`config.mk`:
```
export PLATFORM = sky130hd
export DESIGN_NAME = lfe_queue
export DESIGN_NICKNAME = d
export VERILOG_FILES = /design/src/lfe_pkg.sv /design/src/lfe_queue.sv
export SDC_FILE = /design/constraint.sdc
export NUM_CORES = 1
export LEC_CHECK = 0
export ABC_AREA = 1
export ABC_CLOCK_PERIOD_IN_PS = 2200
export BUFFER_PORTS_ARGS = -buffer_cell sky130_fd_sc_hd__buf_4
export CORE_MARGIN = 1
export CORE_UTILIZATION = 40
export DETAILED_ROUTE_END_ITERATION = 6
export PLACE_DENSITY = 0.65
export SLEW_MARGIN = 5
export SYNTH_ARGS = -nofsm -noshare
export SYNTH_HDL_FRONTEND = slang
export SYNTH_SLANG_ARGS = --single-unit
```
`constraint.sdc`:
```
create_clock -name clock -period 2.2 [get_ports clock]
set_input_delay 0 -clock clock [delete_from_list [all_inputs] [get_ports clock]]
set_output_delay 0 -clock clock [all_outputs]
set_load 0.01 [all_outputs]
```
`src/lfe_pkg.sv`:
```
`default_nettype none
package lfe_pkg;

   localparam int LED_COUNT_DEF = 256;

   localparam int COLOUR_W    = 24;
   localparam int CHAN_W      = 8;
   localparam int REG_W       = 10;
   localparam int BIT_POS_W   = 5;
   localparam int KIND_W      = 2;
   localparam int CSR_IDX_W   = 2;
   localparam int REQ_TDATA_W = 32;
   localparam int RSP_TDATA_W = 16;
   localparam int QUEUE_DEPTH = 2;

   localparam logic [BIT_POS_W-1:0] TOP_BIT = BIT_POS_W'(COLOUR_W - 1);

   // request kinds carried on req_tuser
   localparam logic [KIND_W-1:0] KIND_SET_ONE = 2'd0;
   localparam logic [KIND_W-1:0] KIND_SET_ALL = 2'd1;
   localparam logic [KIND_W-1:0] KIND_CLEAR   = 2'd2;
   localparam logic [KIND_W-1:0] KIND_TICK    = 2'd3;

   // register indexes on the csr port
   localparam logic [CSR_IDX_W-1:0] CSR_ONE_HIGH  = 2'd0;
   localparam logic [CSR_IDX_W-1:0] CSR_ZERO_HIGH = 2'd1;
   localparam logic [CSR_IDX_W-1:0] CSR_RST_SLOTS = 2'd2;

   localparam logic [REG_W-1:0] ONE_HIGH_RST  = 10'd47;
   localparam logic [REG_W-1:0] ZERO_HIGH_RST = 10'd21;
   localparam logic [REG_W-1:0] RST_SLOTS_RST = 10'd113;

   typedef enum logic [1:0] {
      OP_WRITE,
      OP_FILL,
      OP_TICK
   } op_type;

   typedef struct packed {
      op_type                op;
      logic [CHAN_W-1:0]     led_index;
      logic [COLOUR_W-1:0]   colour;
   } cmd_type;

   typedef struct packed {
      logic init_busy;
   } back_status_type;

endpackage
`default_nettype wire

```
`src/lfe_queue.sv`:
```
`default_nettype none
module lfe_queue (
   input  wire logic             clock,
   input  wire logic             reset,
   input  wire logic             push_valid,
   output logic                  push_ready,
   input  wire lfe_pkg::cmd_type push_cmd,
   output logic                  pop_valid,
   input  wire logic             pop_ready,
   output lfe_pkg::cmd_type      pop_cmd
);
   import lfe_pkg::*;

   localparam int PTR_W = (QUEUE_DEPTH > 1) ? $clog2(QUEUE_DEPTH) : 1;
   localparam int CNT_W = $clog2(QUEUE_DEPTH + 1);

   cmd_type           slot_ff [QUEUE_DEPTH];
   logic [PTR_W-1:0]  wr_ptr_ff, wr_ptr_in;
   logic [PTR_W-1:0]  rd_ptr_ff, rd_ptr_in;
   logic [CNT_W-1:0]  count_ff, count_in;
   logic              push;
   logic              pop;

   assign push_ready = count_ff != CNT_W'(QUEUE_DEPTH);
   assign pop_valid  = count_ff != '0;
   assign push       = push_valid && push_ready;
   assign pop        = pop_valid && pop_ready;
   assign pop_cmd    = slot_ff[rd_ptr_ff];

   always_comb begin
      wr_ptr_in = wr_ptr_ff;
      rd_ptr_in = rd_ptr_ff;
      count_in  = count_ff;
      if (push) begin
         wr_ptr_in = (wr_ptr_ff == PTR_W'(QUEUE_DEPTH - 1)) ? '0 : wr_ptr_ff + 1'b1;
      end
      if (pop) begin
         rd_ptr_in = (rd_ptr_ff == PTR_W'(QUEUE_DEPTH - 1)) ? '0 : rd_ptr_ff + 1'b1;
      end
      if (push && !pop) begin
         count_in = count_ff + 1'b1;
      end else if (pop && !push) begin
         count_in = count_ff - 1'b1;
      end
   end

   always_ff @(posedge clock) begin
      if (reset) begin
         wr_ptr_ff <= '0;
         rd_ptr_ff <= '0;
         count_ff  <= '0;
      end else begin
         wr_ptr_ff <= wr_ptr_in;
         rd_ptr_ff <= rd_ptr_in;
         count_ff  <= count_in;
      end
      if (push) begin
         slot_ff[wr_ptr_ff] <= push_cmd;
      end
   end

endmodule
`default_nettype wire

```
==> results.md <==
Route:
- The average detailed-routed wire length per instance is 13.4 um.
- In this run the remaining antenna-violating nets after routing total 0.
- The final wirelength is 4.89 mm.
- The count of unresolved DRC violations after routing is 0.
- After the first detailed-routing iteration, the DRC count stood at 79.
- The iteration count of the initial detailed-routing pass is 3.
- The vias after detailed routing is 1,577.
- The number of vias per cell after detailed routing is 4.33.

Yosys:
- A synthesized cell averages 19.9 sq um.
- The post-synthesis instance area is 2850 sq um.
- The number of nets in the synthesized netlist is 182.
- The total of warnings raised by yosys is 0.
- Counting every instance in the synthesized netlist gives 143.
- The proportion of synthesized chip area in sequential cells is 0.752.
- Yosys attributes the largest share of cell area to sky130_fd_sc_hd__edfxtp_1, sky130_fd_sc_hd__mux2_4, sky130_fd_sc_hd__dfxtp_1.
- Of all cell types, the one taking the most synthesized area is sky130_fd_sc_hd__edfxtp_1.
- Of the post-synthesis cell area, the dominant cell type holds 0.717.
- Yosys mapped the design onto 14 distinct sky130hd cell types.
- Synthesis inferred 73 register bits.

GRT:
- The wire length of the first global-routing pass is 7.67 mm.
- The maximum number of pins on one net before global-route repair is 35.
- The number of antenna violations at the first check in global routing is 0.
- The number of global-route vias before repair came to 1,659.
- Global routing finished with a remaining overflow of 0.
- The overall global routing resource usage is 0.140.

Clock network:
- The cell sitting at the root of the clock tree is a sky130_fd_sc_hd__clkbuf_8.
- The clock network latency to the later pin of the worst-skew pair is 330 ps.
- The TritonCTS clock tree is done.
- The number of levels in the clock H-tree is 3.
- The number of CTS-inserted buffers is 9.
- The clock transition at the registers of the reported paths is 70 ps.
- Post-CTS timing repair inserted 0 buffers for setup.
- The post-cts resize count is 0.
- Counting every sink on the clock net gives 73.
- The clock passes through at most 2 buffers.

Critical path:
- The kind of cell with the highest combined delay along the critical path is flip-flops.
- The arrival time at the worst endpoint is 1710 ps.
- Along the worst path, the maximum fanout reaches 13.
- The setup path with the least slack is of type flip-flop to output port.
- The slowest stage of the critical path belongs to the cell sky130_fd_sc_hd__dfxtp_2.
- Traced cell by cell, the critical path runs through buf_4 -> mux2_4 -> buf_4.
- The most prevalent standard cell on the critical path is sky130_fd_sc_hd__buf_4.
- The critical path endpoint category is an output port.
- The number of buffers and inverters on the critical path is 2.
- For this run, the slowest stage of the critical path takes 550 ps.
- The startpoint class of the critical path is a flip-flop.
- The required time reported for the critical path endpoint is 2200 ps.

STA:
- Setup violations remaining at the end of the flow were counted as 0.
- After layout, the worst setup slack is 495 ps.
- In the finished design, the share of the clock period the worst path needs comes to 0.775.
- The number of slew-limit violations in the final report is 0.
- Headroom to the max-slew limit came out at 0.690.
- The highest clock rate is 586 MHz.
- Counting I/O delays and the setup requirement, the final critical path takes 1710 ps.
- The slew at the pin with the worst max-slew slack is 465 ps.
- Across the routed clock network, the largest skew measured is 7.01 ps.
- The hold violation count in the final report is 0.
- Setup total negative slack on the finished layout was measured at 0 ps.
- Setup repair after global routing left no endpoint under its margin.

Finish:
- The library cells used most frequently in the layout, excluding fill and tap cells, are sky130_fd_sc_hd__buf_4, sky130_fd_sc_hd__edfxtp_1, sky130_fd_sc_hd__dlygate4sd3_1.
- For this run, the post-layout net count is 302.
- The area overhead of the layout relative to synthesis is 42.2%.
- Leaving out fill and tap cells, the most frequent cell in the layout is sky130_fd_sc_hd__buf_4.
- The number of diodes added for antenna fixing is 0.
- After the flow finishes, the layout carries non-filler instances totaling 364.
- Of the cells placed in the final design, the portion with a size suffix greater than 1 is 0.481.

Floorplanning:
- The effective utilization at floorplan is 0.417.
- The floorplan step defined a die boundary enclosing 7460 sq um.
- The number of primary I/O pins is 74.
- The number of core rows is 30.
- The core region is 6830 sq um.
- The x dimension of the die is 86.4 um.
- In this run the vertical extent of the chip is 86.4 um.

Pwr:
- The power density over the cells is 990 nW/um^2.
- The maximum ir drop on the vdd rail is 0.644 mV.
- The static leakage is 1.62 nW.

Status:
- The flow ran to the end, and the final reports show no timing, DRC or antenna violations.

Placement:
- At the end of routability-driven placement, the weighted congestion stood at 0.671.
- The estimated wirelength of the detail-placed design is 3.15 mm.
- The number of input and output port buffers inserted is 73.
- OpenSTA, run right after detailed placement, puts the worst setup slack at 642 ps.
- Including well taps, the total number of placed cells is 312.

Min path:
- In this run the worst hold path is classified as input port to flip-flop.

Run:
- Across the run, the number of max-cap violations was 0.
==> logic make-up (layout without fill, tap and decap cells) <==
kind of cell / Yosys count / after routing / synth area share
flops: 73 / 73 / 0.752
mux: 34 / 34 / 0.174
simple gates: 19 / 19 / 0.0268
buf+inv: 12 / 137 / 0.0356
compound gates: 4 / 4 / 0.00703
fa+ha+maj: 1 / 1 / 0.00439
==> state kept, by name, summed over array words and instances (netlist names), named ones only <==
register,flops
rd_ptr_ff,1
count_ff,2
slot_ff,68
wr_ptr_ff,1
==> metal layers <==
metal	vias up	share of wire	track usage
met5	-	0	0
met4	0	0.0086	0.0727
met3	4	0.030	0.0276
met2	38	0.54	0.249
met1	763	0.42	0.161
li1	772	-	-
==> final cells by class <==
type                    instances  area, sq um
fillers                       540         2780
flip-flops and latches         73         2140
repair buffers                113          951
multi-input cells              58          619
clock buffers                   9          124
well taps                      96          120
clock inverters                 7         61.3
inverters                       8         30.0
==> synth_stat cells <==
cell type,n
sky130_fd_sc_hd__nor2_1,7
sky130_fd_sc_hd__o21ai_0,2
sky130_fd_sc_hd__inv_1,8
sky130_fd_sc_hd__edfxtp_1,68
sky130_fd_sc_hd__mux2_2,4
sky130_fd_sc_hd__buf_6,1
sky130_fd_sc_hd__mux2_4,30
sky130_fd_sc_hd__ha_1,1
sky130_fd_sc_hd__nand3_1,2
sky130_fd_sc_hd__nand2_1,9
sky130_fd_sc_hd__dfxtp_1,5
sky130_fd_sc_hd__a21oi_1,2
sky130_fd_sc_hd__buf_12,3
sky130_fd_sc_hd__nand4_1,1
==> worst min-delay path: stages <==
cell                      delay [ps]
sky130_fd_sc_hd__buf_4            70
sky130_fd_sc_hd__nand2_1         140
sky130_fd_sc_hd__o21ai_0         190
sky130_fd_sc_hd__nor2_1           40
==> where the power goes <==
part	switching (W)	total, W	internal, W
registers	0.0000844	0.00184	0.00176
logic	0.000527	0.00120	0.000671
clock network	0.000457	0.000969	0.000512
total	0.00107	0.00401	0.00294
==> repair_timing <==
action	CTS	global route
hold endpoints to repair	73	0
hold buffers	36	0
endpoints found under the setup margin	0	0
==> worst paths after layout <==
path | startpoint | endpoint | slack [ps] | cells past startpoint
min | push_valid | wr_ptr_ff | 160 | 4
max reg2reg | count_ff[0] | count_ff[1] | 640 | 9
min reg2reg | rd_ptr_ff | flip-flop | 520 | 2
max | flip-flop | pop_cmd[6] | 490 | 3
==> stage by stage <==
| step | util | instance area [sq um] | hold slack (ps) | power (W) |
|---|---|---|---|---|
| 2_1_floorplan | - | 2850 | 98.9 | 0.00260 |
| 3_3_place_gp | 0.513 | 3500 | 187 | 0.00301 |
| 3_5_place_dp | 0.513 | 3500 | 190 | 0.00304 |
| 4_1_cts | 0.593 | 4050 | 138 | 0.00405 |
| 5_1_grt | 0.593 | 4050 | 233 | 0.00422 |
| 6_report | 0.593 | 4050 | 160 | 0.00401 |
No activity file was read; power rests on OpenSTA's default activity.
