File: src/lfe_pkg.sv
`default_nettype none
package lfe_pkg;

   localparam int LED_COUNT_DEF = 256;

   localparam int COLOUR_W    = 24;
   localparam int CHAN_W      = 8;
   localparam int REG_W       = 10;
   localparam int BIT_POS_W   = 5;
   localparam int KIND_W      = 2;
   localparam int CSR_IDX_W   = 2;
   localparam int REQ_TDATA_W = 32;
   localparam int RSP_TDATA_W = 16;
   localparam int QUEUE_DEPTH = 2;

   localparam logic [BIT_POS_W-1:0] TOP_BIT = BIT_POS_W'(COLOUR_W - 1);

   // request kinds carried on req_tuser
   localparam logic [KIND_W-1:0] KIND_SET_ONE = 2'd0;
   localparam logic [KIND_W-1:0] KIND_SET_ALL = 2'd1;
   localparam logic [KIND_W-1:0] KIND_CLEAR   = 2'd2;
   localparam logic [KIND_W-1:0] KIND_TICK    = 2'd3;

   // register indexes on the csr port
   localparam logic [CSR_IDX_W-1:0] CSR_ONE_HIGH  = 2'd0;
   localparam logic [CSR_IDX_W-1:0] CSR_ZERO_HIGH = 2'd1;
   localparam logic [CSR_IDX_W-1:0] CSR_RST_SLOTS = 2'd2;

   localparam logic [REG_W-1:0] ONE_HIGH_RST  = 10'd47;
   localparam logic [REG_W-1:0] ZERO_HIGH_RST = 10'd21;
   localparam logic [REG_W-1:0] RST_SLOTS_RST = 10'd113;

   typedef enum logic [1:0] {
      OP_WRITE,
      OP_FILL,
      OP_TICK
   } op_type;

   typedef struct packed {
      op_type                op;
      logic [CHAN_W-1:0]     led_index;
      logic [COLOUR_W-1:0]   colour;
   } cmd_type;

   typedef struct packed {
      logic init_busy;
   } back_status_type;

endpackage
`default_nettype wire

File: src/lfe_front.sv
`default_nettype none
module lfe_front #(
   parameter int LED_COUNT = lfe_pkg::LED_COUNT_DEF
) (
   input  wire logic                                clock,
   input  wire logic                                reset,
   input  wire logic                                req_tvalid,
   output logic                                     req_tready,
   input  wire logic [lfe_pkg::REQ_TDATA_W-1:0]     req_tdata,
   input  wire logic [lfe_pkg::KIND_W-1:0]          req_tuser,
   input  wire lfe_pkg::back_status_type            status,
   output logic                                     cmd_valid,
   input  wire logic                                cmd_ready,
   output lfe_pkg::cmd_type                         cmd
);
   import lfe_pkg::*;

   logic              hold_valid_ff, hold_valid_in;
   cmd_type           hold_cmd_ff, hold_cmd_in;
   logic [CHAN_W-1:0] led_index;
   logic [COLOUR_W-1:0] colour;
   logic              accept;
   logic              keep;
   cmd_type           cls;

   assign led_index = req_tdata[CHAN_W-1:0];
   // red in the top byte of the colour word, blue in the bottom
   assign colour    = {req_tdata[CHAN_W+:CHAN_W], req_tdata[2*CHAN_W+:CHAN_W],
                       req_tdata[3*CHAN_W+:CHAN_W]};

   assign req_tready = (!hold_valid_ff || cmd_ready) && !status.init_busy;
   assign accept     = req_tvalid && req_tready;

   always_comb begin
      cls.led_index = led_index;
      cls.colour    = colour;
      cls.op        = OP_TICK;
      keep          = 1'b1;
      case (req_tuser)
         KIND_SET_ONE: begin
            cls.op = OP_WRITE;
            // out-of-range index is dropped here
            keep   = 32'(led_index) < 32'(LED_COUNT);
         end
         KIND_SET_ALL: cls.op = OP_FILL;
         KIND_CLEAR: begin
            cls.op     = OP_FILL;
            cls.colour = '0;
         end
         KIND_TICK:    cls.op = OP_TICK;
         default:      cls.op = OP_TICK;
      endcase
   end

   always_comb begin
      hold_valid_in = hold_valid_ff && !cmd_ready;
      hold_cmd_in   = hold_cmd_ff;
      if (accept) begin
         hold_valid_in = keep;
         hold_cmd_in   = cls;
      end
   end

   always_ff @(posedge clock) begin
      if (reset) begin
         hold_valid_ff <= 1'b0;
      end else begin
         hold_valid_ff <= hold_valid_in;
      end
      hold_cmd_ff <= hold_cmd_in;
   end

   assign cmd_valid = hold_valid_ff;
   assign cmd       = hold_cmd_ff;

endmodule
`default_nettype wire

File: config.mk
export PLATFORM = sky130hd
export DESIGN_NAME = lfe_front
export DESIGN_NICKNAME = d
export VERILOG_FILES = /design/src/lfe_pkg.sv /design/src/lfe_front.sv
export SDC_FILE = /design/constraint.sdc
export NUM_CORES = 1
export LEC_CHECK = 0
export CELL_PAD_IN_SITES_DETAIL_PLACEMENT = 1
export CELL_PAD_IN_SITES_GLOBAL_PLACEMENT = 2
export CORE_ASPECT_RATIO = 1.1
export CORE_MARGIN = 4
export CORE_UTILIZATION = 34
export CTS_CLUSTER_SIZE = 24
export DETAILED_ROUTE_END_ITERATION = 8
export DONT_BUFFER_PORTS = 1
export PLACE_DENSITY_LB_ADDON = 0.1
export SLEW_MARGIN = 5
export SYNTH_ARGS = -nofsm -noshare
export SYNTH_HDL_FRONTEND = slang
export SYNTH_SLANG_ARGS = --single-unit
export TNS_END_PERCENT = 30
File: constraint.sdc
create_clock -name clock -period 2.1 [get_ports clock]
set_input_delay 0.105 -clock clock [delete_from_list [all_inputs] [get_ports clock]]
set_output_delay 0.105 -clock clock [all_outputs]
set_load 0.01 [all_outputs]
==> summary.txt, run 1 <==
Run status
  – Status: complete, no violations

Global route
  – Pin count of the biggest net entering global routing: 25
  – Grt ovf: 0
  – First-pass GRT wire length: 3.33 mm
  – Vias in the first global route: ~670
  – Initial antenna violation count: 0
  – Total GRT Usage: 0.0987

CTS
  – Clk buf depth: 2
  – Sink Count: 35
  – Post-cts resize count: 0
  – Cts bufs inserted: 5
  – Post-CTS Setup Bufs: 0
  – Post-CTS Hold Buffers: 10
  – H-tree Lvls: 2
  – Root Driver: clkbuf_8
  – Insertion delay to the later sink of the worst-skew pair: 280 ps
  – CTS tree: done
  – Register clock-pin slew on the reported worst setup and hold paths: roughly 70 ps

Die
  – Initial Util: 0.358
  – FP Rows: 23
  – Die area: 4940 um2
  – Core outline area: around 3700 um2
  – Die height: roughly 73 um
  – IO Count: 75
  – Die width: between 60 and 70 um

Critical path
  – WP buf/inv: 1
  – CP arrival: about 1200 ps
  – R2R setup slack: a little under 900 ps
  – Slowest library cell on the worst path: dfxtp_1
  – Worst path required time: 2120 ps
  – Critical path startpoint category: register
  – Crit end category: register
  – Critical setup path kind: reg2reg
  – Worst-path cell chain: nor2b_1, nor2_4, buf_4
  – Max incr delay on CP: around 400 ps
  – CP top delay family: flip-flops
  – Critical path peak fanout: 20

Flow run
  – MaxCap Viol Count: 0

Yosys
  – Net Count, Synth: 112
  – Synth top area share: 0.775
  – Async set-reset flop share out of synthesis: 0
  – Ys flop type: edfxtp_1
  – Post-synth EDFFs: 34
  – Commonest cells post-synth: 34 x edfxtp_1, 14 x nor2b_2, 7 x nor2b_1
  – Top cells by area, synth: edfxtp_1 77%, nor2b_2 9.3%, nor2b_1 3.3%
  – Cells after synthesis: approximately 70
  – Post-Syn Area per Cell: between 15 and 20 um2
  – Sequential-to-total area share from yosys stat: 0.790
  – Area leader, netlist: edfxtp_1
  – YS warnings: 0
  – Most frequent cell after synthesis: edfxtp_1
  – Netlist Area Pre-Place: 1320 um2
  – Cell variety after synth: 11
  – Synthesized flop and latch total: 35

Detailed routing
  – Residual DRC: 0
  – Wire length per cell: around 16 um
  – Post-route antenna net violation count: 0
  – Violation count after the first detailed-route iteration: 48
  – Drt pass-1 iters: 2
  – Vias/cell: about 4.5
  – Drt total wl: 2.21 mm
  – Detailed-route via count: around 620

STA
  – Fin crit period: roughly 1200 ps
  – Clock Skew: around 5 ps
  – Endpoints failing hold: 0
  – Peak Freq: around 0.81 GHz
  – RSZ-0062 raised after global routing: false
  – Tcrit/Tclk final: 0.585
  – Worst Tran Pin Value: between 300 and 400 ps
  – Final setup vio count: 0
  – Fin Setup TNS: 0 ps
  – Rel. slew slack: 0.792
  – Final Slew Violations: 0

Place
  – GP Congestion: approximately 0.59
  – Area after DPL: between 1000 and 1500 um2
  – Placed wire-length estimate: around 1.6 mm
  – Port bufs: 0

Min path
  – HP Class: in2reg

Layout
  – Layout area overhead: 21.1%
  – Layout cells sized above 1: 0.278
  – Fillcell total: between 300 and 400
  – N_diodes: 0
  – Sequential cell area in the final layout: approximately 1000 um2
  – Multi-input logic area: 254 um2
  – Final nets: 130
  – Finished Cell Area: 1600 um2

Power
  – Leakage: ~0.00057 uW
  – Max IR drop VDD: 0.472 mV
  – Pwr dens: slightly above 900 nW/um2
  – Final Power: ~1500 uW
-- area by class of cell --
type / count / area share
Clock inverter: 3 / 0.0243
Sequential cell: 35 / 0.653
Clock buffer: 5 / 0.0431
Tap cell: 50 / 0.0392
Inverter: 2 / 0.00471
Timing Repair Buffer: 13 / 0.0769
Multi-Input combinational cell: 32 / 0.159
-- cell families after synthesis --
kind of cell	after synthesis	synth area share
flops	35	0.790
fa+ha+maj	2	0.0190
simple gates	29	0.164
compound gates	1	0.00380
buf+inv	4	0.0228
-- flip-flops by register name (all words and copies together), names as in the netlist --
register	count
cmd	34
cmd_valid	1
-- cells in the final DEF, fill, tap and decap left out, types with 2 or more instances in the layout --
cell	netlist	routed
clkbuf_8	0	5
edfxtp_1	34	34
nor2b_1	7	7
ha_1	2	2
dlygate4sd3_1	0	10
nor2b_2	14	14
nand2b_1	2	2
and2b_1	4	4
buf_4	0	3
inv_1	2	2
-- path summary, 6_finish.rpt --
| check | endpoint | from | cells after the start |
|---|---|---|---|
| hold / removal | cmd[19] | req_tdata[11] | 1 |
| hold reg to reg | cmd[6] | cmd_valid | 3 |
| setup / recovery | cmd[12] | cmd_valid | 3 |
| setup reg to reg | cmd[12] | cmd_valid | 3 |
-- metrics by stage --
step,worst slack [ps],instances,util,hold slack (ps)
5_1_grt,807,140,0.433,11.4
6_report,872,140,0.433,26.7
2_1_floorplan,300,71,-,174
4_1_cts,859,140,0.433,15.4
3_5_place_dp,873,122,0.377,177
3_3_place_gp,885,122,0.377,176
-- metal layers --
metal | wire length (um) | share of wire | GRT usage | vias to the layer above
met2 | 1120 | 0.50 | 0.153 | 47
met3 | 254 | 0.11 | 0.0703 | 5
met1 | 797 | 0.36 | 0.0992 | 291
met4 | 44 | 0.020 | 0.0473 | 0
met5 | 0 | 0 | 0 | -
li1 | - | - | - | 280
-- power by group --
group	total [uW]	switching (uW)	internal, uW
sequential	838	28.5	809
clock	567	220	347
combinational	73.5	35.1	38.4
total	1480	284	1190
No activity file was read; power rests on OpenSTA's default activity.
==> inputs of run 2 (changes only) <==
--- a/config.mk
+++ b/config.mk
@@ -5,11 +5,12 @@
 export SDC_FILE = /design/constraint.sdc
 export NUM_CORES = 1
 export LEC_CHECK = 0
+export ABC_AREA = 1
 export CELL_PAD_IN_SITES_DETAIL_PLACEMENT = 1
 export CELL_PAD_IN_SITES_GLOBAL_PLACEMENT = 2
 export CORE_ASPECT_RATIO = 1.1
 export CORE_MARGIN = 4
-export CORE_UTILIZATION = 34
+export CORE_UTILIZATION = 36
 export CTS_CLUSTER_SIZE = 24
 export DETAILED_ROUTE_END_ITERATION = 8
 export DONT_BUFFER_PORTS = 1
==> constraint.sdc (replaced) <==
create_clock -name clock -period 1.2 [get_ports clock]
set_input_delay 0.06 -clock clock [delete_from_list [all_inputs] [get_ports clock]]
set_output_delay 0.06 -clock clock [all_outputs]
set_load 0.01 [all_outputs]
==> run 2 against run 1 <==
Against the previous run: synthesized cell count rose by 39%; worst setup slack got worse by 810 ps; maximum frequency rose by 8.2%; combinational power rose to 2.8 times the previous value; clock power rose by 5.6%; global-route usage rose by 4.1 points; critical path type unchanged; count of clock-buffer cells in the layout rose by 2; flip-flop and latch count did not move; synthesized area barely moved; clock skew rose by 5.2 ps; total power rose by 54%; register-to-register slack got worse by 810 ps.
==> summary.txt, run 2 <==
Power
  – Final Power: 2270 uW (+54%)
  – Pwr dens: 1250 nW/um2 (+35%)
  – Leakage: 0.000782 uW (+38%)
  – Max IR drop VDD: 0.619 mV (+31%)

Die
  – Die height: 71.4 um (-2.5%)
  – IO Count: 75 (unchanged)
  – Initial Util: 0.383 (+0.0249)
  – Core outline area: 3440 um2 (-6.6%)
  – FP Rows: 22 (-4.3%)
  – Die area: 4690 um2 (-5.0%)
  – Die width: 65.7 um (-2.5%)

Layout
  – Finished Cell Area: 1820 um2 (+14%)
  – Layout area overhead: 38.4%
  – Multi-input logic area: 150 um2 (-41%)
  – N_diodes: 0 (unchanged)
  – Post-layout util: 0.529 (+0.0964)
  – Fillcell total: 353 (-11%)
  – Final nets: 185 (+42%)
  – Commonest cells after routing, fill and taps aside: 36 x dlygate4sd3_1, 34 x edfxtp_1, 30 x inv_1
  – Max reg flops: 34 (unchanged)
  – Layout cells sized above 1: 0.0966 (-0.181)
  – Non-filler instance count after layout: 193 (+38%)
  – Sequential cell area in the final layout: 1040 um2 (+0.12%)
  – Most common cell after layout, fill and taps aside: dlygate4sd3_1

Global route
  – Initial antenna violation count: 0 (unchanged)
  – Vias in the first global route: 922 (+38%)
  – Total GRT Usage: 0.140 (+0.0415)
  – First-pass GRT wire length: 4.76 mm (+43%)
  – Pin count of the biggest net entering global routing: 35 (+40%)
  – Grt ovf: 0 (unchanged)

Yosys
  – Netlist Area Pre-Place: 1320 um2 (about the same)
  – Cells after synthesis: 99 (+39%)
  – Synthesized flop and latch total: 35 (unchanged)
  – Main combinational cell family by area after synthesis: buffers and inverters
  – Area leader, netlist: edfxtp_1
  – YS warnings: 0 (unchanged)
  – Cell variety after synth: 9 (-2)
  – Commonest cells post-synth: 34 x edfxtp_1, 31 x inv_1, 25 x nor2_1
  – Net Count, Synth: 140 (+25%)
  – Post-synthesis compound-gate area fraction: 0.00380 (about the same)
  – Synth top area share: 0.776 (about the same)
  – Post-Syn Area per Cell: 13.3 um2 (-28%)
  – Async set-reset flop share out of synthesis: 0 (unchanged)
  – Ys flop type: edfxtp_1
  – Post-synthesis mux area share: 0 (unchanged)
  – Post-synth EDFFs: 34 (unchanged)
  – Post-Synth Simple-Gate Area: 0.0808 (-0.0835)
  – Sequential-to-total area share from yosys stat: 0.791 (about the same)
  – Most frequent cell after synthesis: edfxtp_1
  – Adder-cell share of the synthesized area: 0.0190 (about the same)
  – Top cells by area, synth: edfxtp_1 78%, inv_1 8.8%, nor2_1 7.1%
  – Post-Synth XOR/XNOR Area: 0 (unchanged)

Detailed routing
  – Detailed-route via count: 836 (+34%)
  – Post-route antenna net violation count: 0 (unchanged)
  – Violation count after the first detailed-route iteration: 62 (+29%)
  – Drt total wl: 2.97 mm (+34%)
  – Residual DRC: 0 (unchanged)
  – Wire length per cell: 15.4 um (-2.6%)
  – Vias/cell: 4.33 (-2.7%)
  – Drt pass-1 iters: 3 (+1)

CTS
  – Register clock-pin slew on the reported worst setup and hold paths: 90 ps (+20 ps)
  – Clk buf depth: 2 (unchanged)
  – CTS tree: done
  – Root Driver: clkbuf_4
  – Insertion delay to the later sink of the worst-skew pair: 330 ps (+50 ps)
  – H-tree Lvls: 2 (unchanged)
  – Post-cts resize count: 0 (unchanged)
  – Cts bufs inserted: 5 (unchanged)
  – Sink Count: 35 (unchanged)

Run status
  – Status: complete, no violations

STA
  – Rel. slew slack: 0.835 (+0.0429)
  – Worst Tran Pin Value: 246 ps (-65.3 ps)
  – Tcrit/Tclk final: 0.945 (+0.360)
  – RSZ-0062 raised after global routing: false
  – Fin crit period: 1130 ps (-93.5 ps)
  – Final setup vio count: 0 (unchanged)
  – Clock Skew: 10.3 ps (+5.24 ps)
  – Endpoints failing hold: 0 (unchanged)
  – Final Slew Violations: 0 (unchanged)
  – Peak Freq: 0.882 GHz (+8.2%)

Critical path
  – Max incr delay on CP: 330 ps (-70 ps)
  – Critical path peak fanout: 34 (+70%)
  – Critical path startpoint category: register
  – CP arrival: 1160 ps (-80 ps)
  – Worst-path cell chain: nand2_2, inv_2, nor3_4, buf_12
  – Critical setup path kind: reg2reg
  – Worst path required time: 1230 ps (-890 ps)
  – Crit end category: register
  – Depth of the worst register-to-register path: 4 (+1)
  – Slowest library cell on the worst path: dfxtp_2

Place
  – # placed instances: 149 (+22%)
  – GP Congestion: 0.682 (+16%)
  – Placed wire-length estimate: 1.91 mm (+18%)
  – Area after DPL: 1410 um2 (+1.7%)
  – Port bufs: 0 (unchanged)

Min path
  – WHS Path Cells: 5 (+4)
  – HP Class: in2reg

Flow run
  – MaxCap Viol Count: 0 (unchanged)
==> run 2: cell types whose count changed after synthesis <==
cell and delta:
nand2b_1 -2, nand2_1 +2, nor2_1 +23, and2b_1 -4, inv_1 +29, a21oi_1 -1, nor2b_1 -7, o21ai_0 +1
nor2b_2 -14, nor3_1 +1
==> run 2: critical path, delay by kind of cell (launching register included) <==
kind	cells	cell delay, ps
DFF	1	330
buffers and inverters	2	280
and+or+nand+nor	2	210
==> run 2: cell type report <==
cell class                      count  share of cell area
Sequential cell                    35               0.572
Timing Repair Buffer               40               0.221
Multi-Input combinational cell     31              0.0824
Inverter                           31              0.0639
Tap cell                           48              0.0330
Clock buffer                        7              0.0247
Clock inverter                      1             0.00275
==> run 2: cells by family (layout without fill, tap and decap cells) <==
logic type / count (synthesis) / after routing
AOI/OAI and AO/OA: 1 / 1
adders and majority gates: 2 / 2
buffers and inverters: 33 / 79
DFF: 35 / 35
and+or+nand+nor: 28 / 28
==> run 2: repair_timing <==
action,CTS,global route
buffers inserted,0,0
hold endpoints to repair,34,0
hold buffers,36,0
==> run 2: worst paths after layout <==
check	start	endpoint	slack, ps
worst min-delay path	cmd_ready	cmd_valid	30
worst max register to register	cmd_valid	cmd[7]	70
worst max-delay path	cmd_valid	cmd[7]	70
worst min register to register	cmd_valid	cmd_valid	590
==> run 2: power by group <==
group | leakage [uW] | internal, uW | total, uW | switching (uW)
Clock | 0.0000293 | 228 | 599 | 370
Combinational | 0.000423 | 116 | 209 | 92.3
Sequential | 0.000330 | 1410 | 1460 | 50.1
Total | 0.000782 | 1760 | 2270 | 512
==> run 2: layer usage <==
layer / global-route usage / part of all wire
met1: 0.134 / 0.33
met2: 0.249 / 0.57
met3: 0.0737 / 0.090
met4: 0.0553 / 0.0077
met5: 0 / 0
==> run 2: stage by stage <==
stage	setup WS [ps]	hold WS [ps]	TNS, ps
finish	66.0	27.2	0
CTS	56.9	8.84	0
floorplan	-472	159	-16040
detailed placement	74.6	159	0
global route	20.8	14.1	0
global placement	99.2	159	0
==> inputs of run 3 (changes only) <==
--- a/config.mk
+++ b/config.mk
@@ -8,8 +8,8 @@
 export ABC_AREA = 1
 export CELL_PAD_IN_SITES_DETAIL_PLACEMENT = 1
 export CELL_PAD_IN_SITES_GLOBAL_PLACEMENT = 2
-export CORE_ASPECT_RATIO = 1.1
-export CORE_MARGIN = 4
+export CORE_ASPECT_RATIO = 0.75
+export CORE_MARGIN = 2
 export CORE_UTILIZATION = 36
 export CTS_CLUSTER_SIZE = 24
 export DETAILED_ROUTE_END_ITERATION = 8
==> constraint.sdc (replaced) <==
create_clock -name clock -period 1.2 [get_ports clock]
set_input_delay 0.06 -clock clock [delete_from_list [all_inputs] [get_ports clock]]
set_output_delay 0.06 -clock clock [all_outputs]
set_load 0.05 [all_outputs]
==> run 3 against run 2 <==
Against the previous run: the flow now finishes with violations (negative hold slack); non-clock buffer count did not move; clock power rose by 35%; utilization rose by 2.0 points; clock skew fell by 8.4 ps; largest cell class unchanged; worst setup slack got worse by 62 ps; maximum frequency fell by 5.2%; first-iteration DRC count fell by 29%; count of clock-buffer cells in the layout fell by 1; final area rose by 2.5%; hold slack got worse by 30 ps.
==> summary.txt, run 3 (same netlist as run 2, synthesis figures left out) <==
Critical path
  – Critical path peak fanout: 10 (-71%)
  – Crit end category: register
  – R2R setup slack: 4 ps (-60 ps)
  – CP arrival: 1200 ps (+40 ps)
  – Critical path startpoint category: register
  – Worst path required time: 1200 ps (-30 ps)
  – Depth of the worst register-to-register path: 5 (+1)
  – R2R Path Start: cmd_valid
  – FF-to-FF End: cmd[3]
  – Critical setup path kind: reg2reg

Die
  – Initial Util: 0.387 (+0.00450)
  – Core outline area: 3400 um2 (-1.2%)
  – Die width: 73.8 um (+12%)
  – Die height: 56.4 um (-21%)
  – FP Rows: 18 (-18%)
  – Die area: 4160 um2 (-11%)
  – IO Count: 75 (unchanged)

STA
  – Tcrit/Tclk final: 0.997 (+0.0518)
  – Final setup vio count: 0 (unchanged)
  – Endpoints failing hold: 1 (+1)
  – Rel. slew slack: 0.676 (-0.159)
  – Fin crit period: 1200 ps (+62.2 ps)
  – Worst Tran Pin Value: 487 ps (+241 ps)
  – Worst hold slack: -3.32 ps (-30.5 ps)
  – Final Slew Violations: 0 (unchanged)
  – Peak Freq: 0.836 GHz (-5.2%)
  – Final worst setup slack: 3.76 ps (-62.2 ps)
  – Clock Skew: 1.94 ps (-8.38 ps)
  – RSZ-0062 raised after global routing: true

Run status
  – Failing checks: negative hold slack
  – Status: complete, but fails checks

Power
  – Pwr dens: 1430 nW/um2 (+14%)
  – Final Power: 2660 uW (+17%)
  – Max IR drop VDD: 0.718 mV (+16%)
  – Leakage: 0.000807 uW (+3.2%)

Global route
  – Vias in the first global route: 886 (-3.9%)
  – Grt ovf: 0 (unchanged)
  – Total GRT Usage: 0.145 (+0.00520)
  – First-pass GRT wire length: 4.33 mm (-9.0%)
  – Pin count of the biggest net entering global routing: 25 (-29%)
  – Initial antenna violation count: 0 (unchanged)

Detailed routing
  – Drt pass-1 iters: 3 (unchanged)
  – Post-route antenna net violation count: 0 (unchanged)
  – Wire length per cell: 14.5 um (-5.7%)
  – Detailed-route via count: 815 (-2.5%)
  – Violation count after the first detailed-route iteration: 44 (-29%)
  – Residual DRC: 0 (unchanged)
  – Drt total wl: 2.83 mm (-4.7%)
  – Vias/cell: 4.18 (-3.5%)

CTS
  – Sink Count: 35 (unchanged)
  – Cts bufs inserted: 5 (unchanged)
  – Insertion delay to the later sink of the worst-skew pair: 280 ps (-50 ps)
  – Root Driver: clkbuf_8
  – Register clock-pin slew on the reported worst setup and hold paths: 70 ps (-20 ps)
  – H-tree Lvls: 2 (unchanged)
  – CTS tree: done
  – Clk buf depth: 2 (unchanged)

Layout
  – Non-filler instance count after layout: 195 (+1.0%)
  – Post-layout util: 0.549 (+0.0198)
  – Most common cell after layout, fill and taps aside: edfxtp_1
  – N_diodes: 0 (unchanged)
  – Final nets: 185 (unchanged)
  – Max reg flops: 34 (unchanged)
  – Layout cells sized above 1: 0.145 (+0.0483)
  – Layout area overhead: 41.9%
  – Commonest cells after routing, fill and taps aside: 34 x edfxtp_1, 30 x inv_1, 30 x dlygate4sd3_1

Place
  – Placed wire-length estimate: 1.65 mm (-14%)
  – GP Congestion: 0.628 (-8.0%)
  – Pre-CTS setup slack: -45.2 ps (-120 ps)
  – Port bufs: 0 (unchanged)
  – # placed instances: 152 (+2.0%)

Min path
  – HP Class: in2reg
  – WHS Path Cells: 2 (-3)
  – Hold Crit Endpoint: cmd[23]
  – Hold_sp: req_tdata[15]

Flow run
  – MaxCap Viol Count: 0 (unchanged)
==> run 3: through the flow <==
step	TNS [ps]	instance area, um2
4_1_cts	0	1820
6_report	0	1870
3_3_place_gp	-333	1420
2_1_floorplan	-20520	1330
5_1_grt	-915	1870
3_5_place_dp	-625	1420
==> run 3: power by group <==
| part | leakage (uW) | switching, uW | internal (uW) |
|---|---|---|---|
| clock network | 0.0000412 | 404 | 405 |
| registers | 0.000330 | 206 | 1420 |
| logic | 0.000436 | 107 | 124 |
==> run 3: critical path, stage by stage, from the launching register on <==
cell and delay [ps]:
dfxtp_4 340, nand2_2 60, inv_2 50, nor3_4 150, buf_4 160, clkbuf_16 150
==> run 3: worst max path at each step <==
stage,endpoint,startpoint,cells past startpoint,slack (ps)
floorplan,cmd[0],cmd_valid,3,-600
global placement,cmd[13],cmd_valid,4,-20
detailed placement,cmd[13],cmd_valid,4,-50
CTS,cmd[12],cmd_valid,4,8
global route,cmd[9],cmd_valid,5,-40
finish,cmd[3],cmd_valid,5,4
==> run 3: layer usage <==
layer / routed length [um] / GRT usage / vias to the layer above
met5: 0 / 0 / -
met4: 8 / 0.0649 / 0
met3: 199 / 0.0628 / 2
met2: 1560 / 0.254 / 43
met1: 1060 / 0.148 / 375
li1: - / - / 395
==> run 3: area by class of cell <==
type / count / area, um2
Clock inverter: 2 / 12.5
Timing Repair Buffer: 40 / 409
Tap cell: 50 / 62.6
Sequential cell: 35 / 1040
Clock buffer: 6 / 72.6
Multi-Input combinational cell: 31 / 150
Fill cell: 341 / 1530
Inverter: 31 / 116
==> run 3: repair_timing <==
item,in CTS,in global routing
cloned,1,1
setup endpoints to repair,14,27
pin swaps,1,0
hold buffers,30,0
buffers inserted,0,3
resized for setup,2,0
endpoints found under the hold margin,29,0
